## src/rtl/core/twn_pkg.sv

```systemverilog
package twn_pkg;

    localparam int RUN_COUNT_BITS_DEF = 16;
    localparam int QUEUE_DEPTH = 4;

    localparam logic [7:0] CH_CR  = 8'h0D;
    localparam logic [7:0] CH_TAB = 8'h09;
    localparam logic [7:0] CH_SP  = 8'h20;
    localparam logic [7:0] CH_LF  = 8'h0A;

    localparam logic OP_DATA = 1'b0;
    localparam logic OP_END  = 1'b1;

    // what the back end must emit for one queued request
    typedef struct packed {
        logic       emit_nl;
        logic       emit_sp;
        logic       fin_one;
        logic       is_end;
        logic       sat;
        logic [7:0] fin_byte;
    } twn_flags_t;

    localparam int FLAGS_BITS = $bits(twn_flags_t);

    typedef enum logic [2:0] {
        STEP_NL  = 3'b001,
        STEP_SP  = 3'b010,
        STEP_FIN = 3'b100
    } twn_step_t;

endpackage

```

## src/rtl/core/twn_front.sv

```systemverilog
module twn_front #(
    parameter int RUN_COUNT_BITS = twn_pkg::RUN_COUNT_BITS_DEF
) (
    input  logic                      clk,
    input  logic                      rst_n,
    input  logic                      in_valid,
    input  logic                      in_op,
    input  logic [7:0]                in_byte,
    input  logic                      q_full,
    output logic                      in_ready,
    output logic                      push,
    output logic [RUN_COUNT_BITS-1:0] push_nl,
    output logic [RUN_COUNT_BITS-1:0] push_sp,
    output twn_pkg::twn_flags_t       push_flags
);

    localparam logic [RUN_COUNT_BITS-1:0] RUN_MAX = '1;

    logic [RUN_COUNT_BITS-1:0] sp_reg, sp_next;
    logic [RUN_COUNT_BITS-1:0] nl_reg, nl_next;
    logic                      seen_reg, seen_next;
    logic                      sat_reg, sat_next;
    logic                      accept;
    logic                      is_content;
    logic                      is_space;

    assign in_ready   = !q_full;
    assign accept     = in_valid && in_ready;
    assign is_space   = (in_byte == twn_pkg::CH_TAB) || (in_byte == twn_pkg::CH_SP);
    assign is_content = !is_space && (in_byte != twn_pkg::CH_CR)
                        && (in_byte != twn_pkg::CH_LF);

    assign push    = accept && ((in_op == twn_pkg::OP_END) || is_content);
    assign push_nl = nl_reg;
    assign push_sp = sp_reg;

    always_comb
    begin
        push_flags.sat = sat_reg;
        if (in_op == twn_pkg::OP_END)
        begin
            push_flags.emit_nl  = (sp_reg != '0) && (nl_reg != '0);
            push_flags.emit_sp  = (sp_reg != '0);
            push_flags.fin_one  = (sp_reg != '0) || seen_reg;
            push_flags.fin_byte = push_flags.fin_one ? twn_pkg::CH_LF : 8'h00;
            push_flags.is_end   = 1'b1;
        end
        else
        begin
            push_flags.emit_nl  = (nl_reg != '0);
            push_flags.emit_sp  = (sp_reg != '0);
            push_flags.fin_one  = 1'b1;
            push_flags.fin_byte = in_byte;
            push_flags.is_end   = 1'b0;
        end
    end

    always_comb
    begin
        sp_next   = sp_reg;
        nl_next   = nl_reg;
        seen_next = seen_reg;
        sat_next  = sat_reg;
        if (accept)
        begin
            if (in_op == twn_pkg::OP_END)
            begin
                sp_next   = '0;
                nl_next   = '0;
                seen_next = 1'b0;
                sat_next  = 1'b0;
            end
            else if (is_space)
            begin
                if (sp_reg == RUN_MAX)
                    sat_next = 1'b1;
                else
                    sp_next = sp_reg + 1'b1;
            end
            else if (in_byte == twn_pkg::CH_LF)
            begin
                sp_next = '0;
                if (nl_reg == RUN_MAX)
                    sat_next = 1'b1;
                else
                    nl_next = nl_reg + 1'b1;
            end
            else if (is_content)
            begin
                sp_next   = '0;
                nl_next   = '0;
                seen_next = 1'b1;
                sat_next  = 1'b0;
            end
        end
    end

    always_ff @(posedge clk or negedge rst_n)
    begin
        if (!rst_n)
        begin
            sp_reg   <= '0;
            nl_reg   <= '0;
            seen_reg <= 1'b0;
            sat_reg  <= 1'b0;
        end
        else
        begin
            sp_reg   <= sp_next;
            nl_reg   <= nl_next;
            seen_reg <= seen_next;
            sat_reg  <= sat_next;
        end
    end

endmodule

```

## src/rtl/core/twn_queue.sv

```systemverilog
module twn_queue #(
    parameter int WIDTH = 8,
    parameter int DEPTH = twn_pkg::QUEUE_DEPTH
) (
    input  logic             clk,
    input  logic             rst_n,
    input  logic             push,
    input  logic [WIDTH-1:0] push_data,
    input  logic             pop,
    output logic             full,
    output logic             not_empty,
    output logic [WIDTH-1:0] head
);

    localparam int PTR_BITS = (DEPTH > 1) ? $clog2(DEPTH) : 1;
    localparam int CNT_BITS = $clog2(DEPTH + 1);
    localparam logic [CNT_BITS-1:0] DEPTH_C = CNT_BITS'(DEPTH);
    localparam logic [PTR_BITS-1:0] LAST_C  = PTR_BITS'(DEPTH - 1);

    logic [WIDTH-1:0]    store_reg [DEPTH];
    logic [PTR_BITS-1:0] wr_reg, rd_reg;
    logic [CNT_BITS-1:0] cnt_reg;

    assign full      = (cnt_reg == DEPTH_C);
    assign not_empty = (cnt_reg != '0);
    assign head      = store_reg[rd_reg];

    always_ff @(posedge clk)
    begin
        if (push)
            store_reg[wr_reg] <= push_data;
    end

    always_ff @(posedge clk or negedge rst_n)
    begin
        if (!rst_n)
        begin
            wr_reg  <= '0;
            rd_reg  <= '0;
            cnt_reg <= '0;
        end
        else
        begin
            if (push)
                wr_reg <= (wr_reg == LAST_C) ? '0 : wr_reg + 1'b1;
            if (pop)
                rd_reg <= (rd_reg == LAST_C) ? '0 : rd_reg + 1'b1;
            if (push && !pop)
                cnt_reg <= cnt_reg + 1'b1;
            else if (pop && !push)
                cnt_reg <= cnt_reg - 1'b1;
        end
    end

endmodule

```

## src/rtl/core/twn_back.sv

```systemverilog
module twn_back #(
    parameter int RUN_COUNT_BITS = twn_pkg::RUN_COUNT_BITS_DEF
) (
    input  logic                      clk,
    input  logic                      rst_n,
    input  logic                      q_valid,
    input  logic [RUN_COUNT_BITS-1:0] head_nl,
    input  logic [RUN_COUNT_BITS-1:0] head_sp,
    input  twn_pkg::twn_flags_t       head_flags,
    output logic                      pop,
    output logic                      out_valid,
    input  logic                      out_ready,
    output logic [7:0]                out_byte,
    output logic [15:0]               out_repeat,
    output logic                      out_last,
    output logic                      out_end,
    output logic                      out_ovf
);

    twn_pkg::twn_step_t step_reg, step_next, sel;
    logic        valid_reg;
    logic [7:0]  byte_reg;
    logic [15:0] repeat_reg;
    logic        last_reg, end_reg, ovf_reg;
    logic        load;
    logic [31:0] cnt_wide;
    logic [7:0]  sel_byte;

    assign load = q_valid && (!valid_reg || out_ready);
    assign pop  = load && (sel == twn_pkg::STEP_FIN);

    // first step still owed, starting at the stored position
    always_comb
    begin
        case (step_reg)
            twn_pkg::STEP_NL:
                sel = head_flags.emit_nl ? twn_pkg::STEP_NL :
                      head_flags.emit_sp ? twn_pkg::STEP_SP : twn_pkg::STEP_FIN;
            twn_pkg::STEP_SP:
                sel = head_flags.emit_sp ? twn_pkg::STEP_SP : twn_pkg::STEP_FIN;
            default:
                sel = twn_pkg::STEP_FIN;
        endcase
    end

    always_comb
    begin
        case (sel)
            twn_pkg::STEP_NL:
            begin
                cnt_wide  = 32'(head_nl);
                sel_byte  = twn_pkg::CH_LF;
                step_next = twn_pkg::STEP_SP;
            end
            twn_pkg::STEP_SP:
            begin
                cnt_wide  = 32'(head_sp);
                sel_byte  = twn_pkg::CH_SP;
                step_next = twn_pkg::STEP_FIN;
            end
            default:
            begin
                cnt_wide  = {31'd0, head_flags.fin_one};
                sel_byte  = head_flags.fin_byte;
                step_next = twn_pkg::STEP_NL;
            end
        endcase
    end

    always_ff @(posedge clk or negedge rst_n)
    begin
        if (!rst_n)
        begin
            valid_reg <= 1'b0;
            step_reg  <= twn_pkg::STEP_NL;
        end
        else
        begin
            if (load)
            begin
                valid_reg <= 1'b1;
                step_reg  <= step_next;
            end
            else if (out_ready)
                valid_reg <= 1'b0;
        end
    end

    always_ff @(posedge clk)
    begin
        if (load)
        begin
            byte_reg   <= sel_byte;
            repeat_reg <= cnt_wide[15:0];
            last_reg   <= (sel == twn_pkg::STEP_FIN);
            end_reg    <= head_flags.is_end;
            ovf_reg    <= head_flags.sat;
        end
    end

    assign out_valid  = valid_reg;
    assign out_byte   = byte_reg;
    assign out_repeat = repeat_reg;
    assign out_last   = last_reg;
    assign out_end    = end_reg;
    assign out_ovf    = ovf_reg;

endmodule

```

## src/rtl/core/text_whitespace_normalizer_unit.sv

```systemverilog
// path: an accepted request is written into the request queue, and the back end then
//   loads it into the output register that drives its first result
// throughput: one request per cycle while the request queue is not full; a request
//   emits k results (k is 1 to 3) through the output stage; the queue absorbs bursts
// reset: rst_n asynchronous active low, clears run counters, flags, queue
//   pointers and output valid; no clearing pass
module text_whitespace_normalizer_unit #(
    parameter int RUN_COUNT_BITS = twn_pkg::RUN_COUNT_BITS_DEF
) (
    input  logic        clk,
    input  logic        rst_n,
    input  logic        s_tvalid,
    output logic        s_tready,
    input  logic [7:0]  s_tdata,   // [7:0] in_byte
    input  logic        s_tuser,   // [0] op
    output logic        m_tvalid,
    input  logic        m_tready,
    output logic [23:0] m_tdata,   // [7:0] out_byte, [23:8] repeat_res
    output logic        m_tlast,   // run_last
    output logic [1:0]  m_tuser    // [0] stream_end, [1] overflow
);

    localparam int ENTRY_BITS = 2 * RUN_COUNT_BITS + twn_pkg::FLAGS_BITS;

    // front end to queue
    logic                      push;
    logic [RUN_COUNT_BITS-1:0] push_nl, push_sp;
    twn_pkg::twn_flags_t       push_flags;
    logic                      q_full;

    // queue to back end
    logic                      q_valid;
    logic                      pop;
    logic [ENTRY_BITS-1:0]     head;
    logic [RUN_COUNT_BITS-1:0] head_nl, head_sp;
    twn_pkg::twn_flags_t       head_flags;

    logic [7:0]                out_byte;
    logic [15:0]               out_repeat;
    logic                      out_end, out_ovf;

    // front end: classifies bytes, keeps the pending space and newline runs,
    // and queues a request for every content byte or end of stream
    twn_front #(
        .RUN_COUNT_BITS(RUN_COUNT_BITS)
    ) u_front (
        .clk        (clk),
        .rst_n      (rst_n),
        .in_valid   (s_tvalid),
        .in_op      (s_tuser),
        .in_byte    (s_tdata),
        .q_full     (q_full),
        .in_ready   (s_tready),
        .push       (push),
        .push_nl    (push_nl),
        .push_sp    (push_sp),
        .push_flags (push_flags)
    );

    // short request queue so either side can stall on its own
    twn_queue #(
        .WIDTH(ENTRY_BITS),
        .DEPTH(twn_pkg::QUEUE_DEPTH)
    ) u_queue (
        .clk       (clk),
        .rst_n     (rst_n),
        .push      (push),
        .push_data ({push_nl, push_sp, push_flags}),
        .pop       (pop),
        .full      (q_full),
        .not_empty (q_valid),
        .head      (head)
    );

    assign {head_nl, head_sp, head_flags} = head;

    // back end: expands each request into newline run, space run, final byte
    twn_back #(
        .RUN_COUNT_BITS(RUN_COUNT_BITS)
    ) u_back (
        .clk        (clk),
        .rst_n      (rst_n),
        .q_valid    (q_valid),
        .head_nl    (head_nl),
        .head_sp    (head_sp),
        .head_flags (head_flags),
        .pop        (pop),
        .out_valid  (m_tvalid),
        .out_ready  (m_tready),
        .out_byte   (out_byte),
        .out_repeat (out_repeat),
        .out_last   (m_tlast),
        .out_end    (out_end),
        .out_ovf    (out_ovf)
    );

    assign m_tdata = {out_repeat, out_byte};
    assign m_tuser = {out_ovf, out_end};

endmodule

```

## config.mk

```make
export PLATFORM = sky130hd
export DESIGN_NAME = text_whitespace_normalizer_unit
export DESIGN_NICKNAME = d
export VERILOG_FILES = /design/src/rtl/core/twn_pkg.sv /design/src/rtl/core/twn_front.sv /design/src/rtl/core/twn_queue.sv /design/src/rtl/core/twn_back.sv /design/src/rtl/core/text_whitespace_normalizer_unit.sv
export SDC_FILE = /design/constraint.sdc
export NUM_CORES = 1
export LEC_CHECK = 0
export BUFFER_PORTS_ARGS = -buffer_cell sky130_fd_sc_hd__buf_2
export CAP_MARGIN = 20
export CORE_MARGIN = 8
export CORE_UTILIZATION = 55
export CTS_CLUSTER_DIAMETER = 50
export DETAILED_ROUTE_END_ITERATION = 8
export GPL_TIMING_DRIVEN = 1
export PLACE_DENSITY = 0.75
export SYNTH_ARGS = -nofsm -noshare
export SYNTH_HDL_FRONTEND = slang
export SYNTH_SLANG_ARGS = --single-unit
```

## constraint.sdc

```tcl
create_clock -name clk -period 3.4 [get_ports clk]
set_input_delay 0.51 -clock clk [delete_from_list [all_inputs] [get_ports clk]]
set_output_delay 0.51 -clock clk [all_outputs]
set_load 0.01 [all_outputs]
```

==> out/summary.log <==
INFO  critical_path  timing.critical_path.required=3840ps
INFO  sta            achievable-frequency=352MHz
INFO  global_route   grt_pass1_vias=5986
INFO  power          p_int=6.74mW
INFO  global_route   grt.overflow.total=0
INFO  global_route   grt_pass1_wl=34500microns
INFO  power          post-layout-total-power=9.49mW
INFO  floorplan      die_width=154microns
INFO  sta            grt_setup_unrepaired=false
INFO  floorplan      floorplan.die_area=23700squm
INFO  floorplan      core_area=18700squm
INFO  layout         layout.cells.non_filler=968
INFO  synthesis      ys_async_sr_fraction=17.9%
INFO  clocking       post_cts.resized_instances=0
INFO  floorplan      initial_core_util=55.9%
INFO  sta            timing.clock.skew=8.22ps
INFO  sta            fin_setup_tns=0ps
INFO  power          power.density_cell_area=800nW/um^2
INFO  layout         layout.cells.most_common_list=207 x edfxtp_1, 52 x inv_1, 45 x mux4_2
INFO  critical_path  startpoint_type=register
INFO  drt            remaining_drc_errors=0
INFO  clocking       clkLatencyLatePin=520ps
INFO  sta            final.hold.worst_slack=39.4ps
INFO  power          p_leak=4.37nW
INFO  place          dp_cells=918
INFO  clocking       worst_setup_hold_path_clk_slew=60ps
INFO  place          gp_congestion=0.876
INFO  power          switching_share=29.0%
INFO  floorplan      count_of_pins_on_the_block_boundary=42
INFO  power          p_comb_share=25.6%
INFO  clocking       cts_root_buffer=clkbuf_16
INFO  clocking       cts_made_buffers=27
INFO  layout         antenna_cells=0
INFO  clocking       post_cts_buffers=0
INFO  synthesis      synth_nets=674
INFO  power          pwr-share-seq=44.5%
INFO  outcome        outcome=complete, no violations
INFO  layout         largest_register_ffs=180
INFO  clocking       post_cts_hold_buffer_count=0
INFO  layout         utilization=63.4%
INFO  layout         finish.net_count=737
INFO  layout         synthToLayoutAreaGrowth=13.5%
INFO  drt            ant_nets=0
INFO  layout         final_common_cell=edfxtp_1
INFO  synthesis      netlist_area=10500squm
INFO  place          place_hpwl=14100microns
INFO  drt            vias=5895
INFO  critical_path  setup.worst_path.end_class=register
INFO  layout         register_area=7350squm
INFO  place          port_buffers=41
INFO  sta            maxSlewViolCount=0
INFO  global_route   antenna_found_initial=1
INFO  synthesis      yosys_most_used_dff=edfxtp_1
INFO  floorplan      die_height=154microns
INFO  layout         drive_above_1_share=23.3%
INFO  layout         area_of_combinational_cells_with_multiple_inputs=2810squm
INFO  drt            drt_iter0_markers=568
INFO  synthesis      syn_avg_cell_area=16.1squm
INFO  clocking       cts.sink_count=252
INFO  drt            firstDrtPassIters=5
INFO  sta            final_number_of_hold_violating_endpoints=0
INFO  global_route   grt_start_max_net_pins=47
INFO  worst_hold_path worst_hold_check_path_type=in -> async
INFO  drt            route.final.wire_length=21900microns
INFO  critical_path  worstPathMaxFanout=5
INFO  power          net-switching-power=2.75mW
INFO  drt            routed_wire_length_per_instance=22.7microns
INFO  critical_path  critical_path_arrival=3280ps
INFO  critical_path  critPathKind=reg -> reg
INFO  global_route   grt_util_all_layers=18.8%
INFO  synthesis      postSynthCellCount=650
INFO  sta            worst_pin_slew=984ps
INFO  clocking       clock_tree_from_tritoncts=done
INFO  synthesis      synth_edf_count=207
INFO  floorplan      rows=50
INFO  clocking       htree_levels=1
INFO  power          p_clk_share=29.9%
INFO  drt            post_drt_via_cell_ratio=6.09
INFO  synthesis      ys_types=63
INFO  run            maxCapViolCount=0
INFO  synthesis      synth_seq_cells=252
INFO  power          worst_ir_drop_vdd=471uV
INFO  synthesis      sequential_fraction_of_the_synthesis_area=70.2%
INFO  sta            timing.final.crit_share=83.6%
INFO  clocking       cts_max_path_buffers=3
INFO  sta            final_period_minus_worst_setup_slack=2840ps
INFO  sta            setup-violations-final=0
INFO  sta            relSlewSlack=34.2%
INFO  synthesis      yosys_warnings=0
INFO  layout         nFillCells=1282
[area by class of cell]
| class | instances | area share [%] |
|---|---|---|
| flip-flops and latches | 252 | 61.9 |
| repair buffers | 59 | 2.98 |
| well taps | 234 | 2.47 |
| multi-input cells | 321 | 23.7 |
| clock inverters | 14 | 1.24 |
| inverters | 52 | 1.65 |
| clock buffers | 36 | 6.07 |
[power by group through the flow]
stage	Combinational [mW]	Sequential, mW	Clock (mW)
floorplan	1.56	4.33	0
global placement	2.40	4.25	0
detailed placement	2.45	4.28	0
CTS	2.47	4.23	2.87
global route	2.63	4.27	3.00
finish	2.43	4.23	2.84
[routing by layer]
metal / vias up / track usage [%] / wire length, microns
met3: 41 / 3.45 / 1580
met2: 226 / 30.6 / 10600
li1: 2604 / - / -
met1: 3022 / 25.4 / 9240
met4: 2 / 5.88 / 503
met5: - / 0 / 13
[path summary, 6_finish.rpt]
path	startpoint	slack, ps	cells after the start	endpoint
setup / recovery	u_queue.rd_reg[0]$_DFFE_PN0P_	560	10	u_queue.cnt_reg[2]$_DFFE_PN0P_
hold / removal	rst_n	40	1	u_back.step_reg[2]$_DFFE_PN0P_
setup reg to reg	u_queue.rd_reg[0]$_DFFE_PN0P_	560	10	u_queue.cnt_reg[2]$_DFFE_PN0P_
hold reg to reg	u_queue.cnt_reg[2]$_DFFE_PN0P_	500	1	u_queue.cnt_reg[2]$_DFFE_PN0P_
max in group asynchronous	rst_n	2610	2	u_front.push_sp[1]$_DFFE_PN0P_
min in group clk	m_tready	190	2	u_back.out_valid$_DFFE_PN0P_
[cells in the mapped netlist (all sizes together), types with 3 or more instances]
cell / instances / area (sq um)
xnor2: 9 / 78.8
nand3: 24 / 120
nor3: 12 / 60.1
nor2b: 12 / 75.1
nand2: 26 / 97.6
o31ai: 4 / 30.0
or3: 3 / 28.8
and2: 9 / 56.3
buf: 11 / 77.6
o21ai: 21 / 116
nor2: 41 / 156
or3b: 3 / 26.3
nor4b: 3 / 32.5
nand4: 16 / 106
and3: 6 / 37.5
nor4: 6 / 37.5
dfrtp: 44 / 1100
or2: 5 / 33.8
a31oi: 3 / 18.8
ha: 10 / 125
inv: 52 / 195
edfxtp: 207 / 6220
clkbuf: 14 / 52.6
xor2: 11 / 96.3
mux2: 3 / 33.8
o22ai: 15 / 93.8
mux4: 45 / 1010
a21oi: 5 / 28.8
nand2b: 5 / 31.3
[logic make-up after synthesis]
group                    count (synthesis)  share of synthesized area (%)
flip-flops                             252                           70.2
AND/OR/NAND/NOR                        176                           9.01
buffers and inverters                   77                           3.11
AO/OA/AOI/OAI                           64                           4.36
multiplexers                            50                           10.2
XOR/XNOR                                20                           1.68
adder cells (fa/ha/maj)                 11                           1.39
[through the flow]
stage / instance area, sq um / setup WS [ps]
5_1_grt: 11900 / 381
3_5_place_dp: 11000 / 545
2_1_floorplan: 10500 / 319
6_report: 11900 / 558
3_3_place_gp: 11000 / 582
4_1_cts: 11900 / 579
[critical path: stages (launching register included)]
cell and delay, ps:
dfrtp_2 390, mux4_2 530, o21ai_0 240, nand3_1 140, nand3_1 250, ha_1 270
inv_1 80, fa_1 390, xor2_1 160, nor2_1 140, xor2_1 170
No activity file was read; power rests on OpenSTA's default activity.
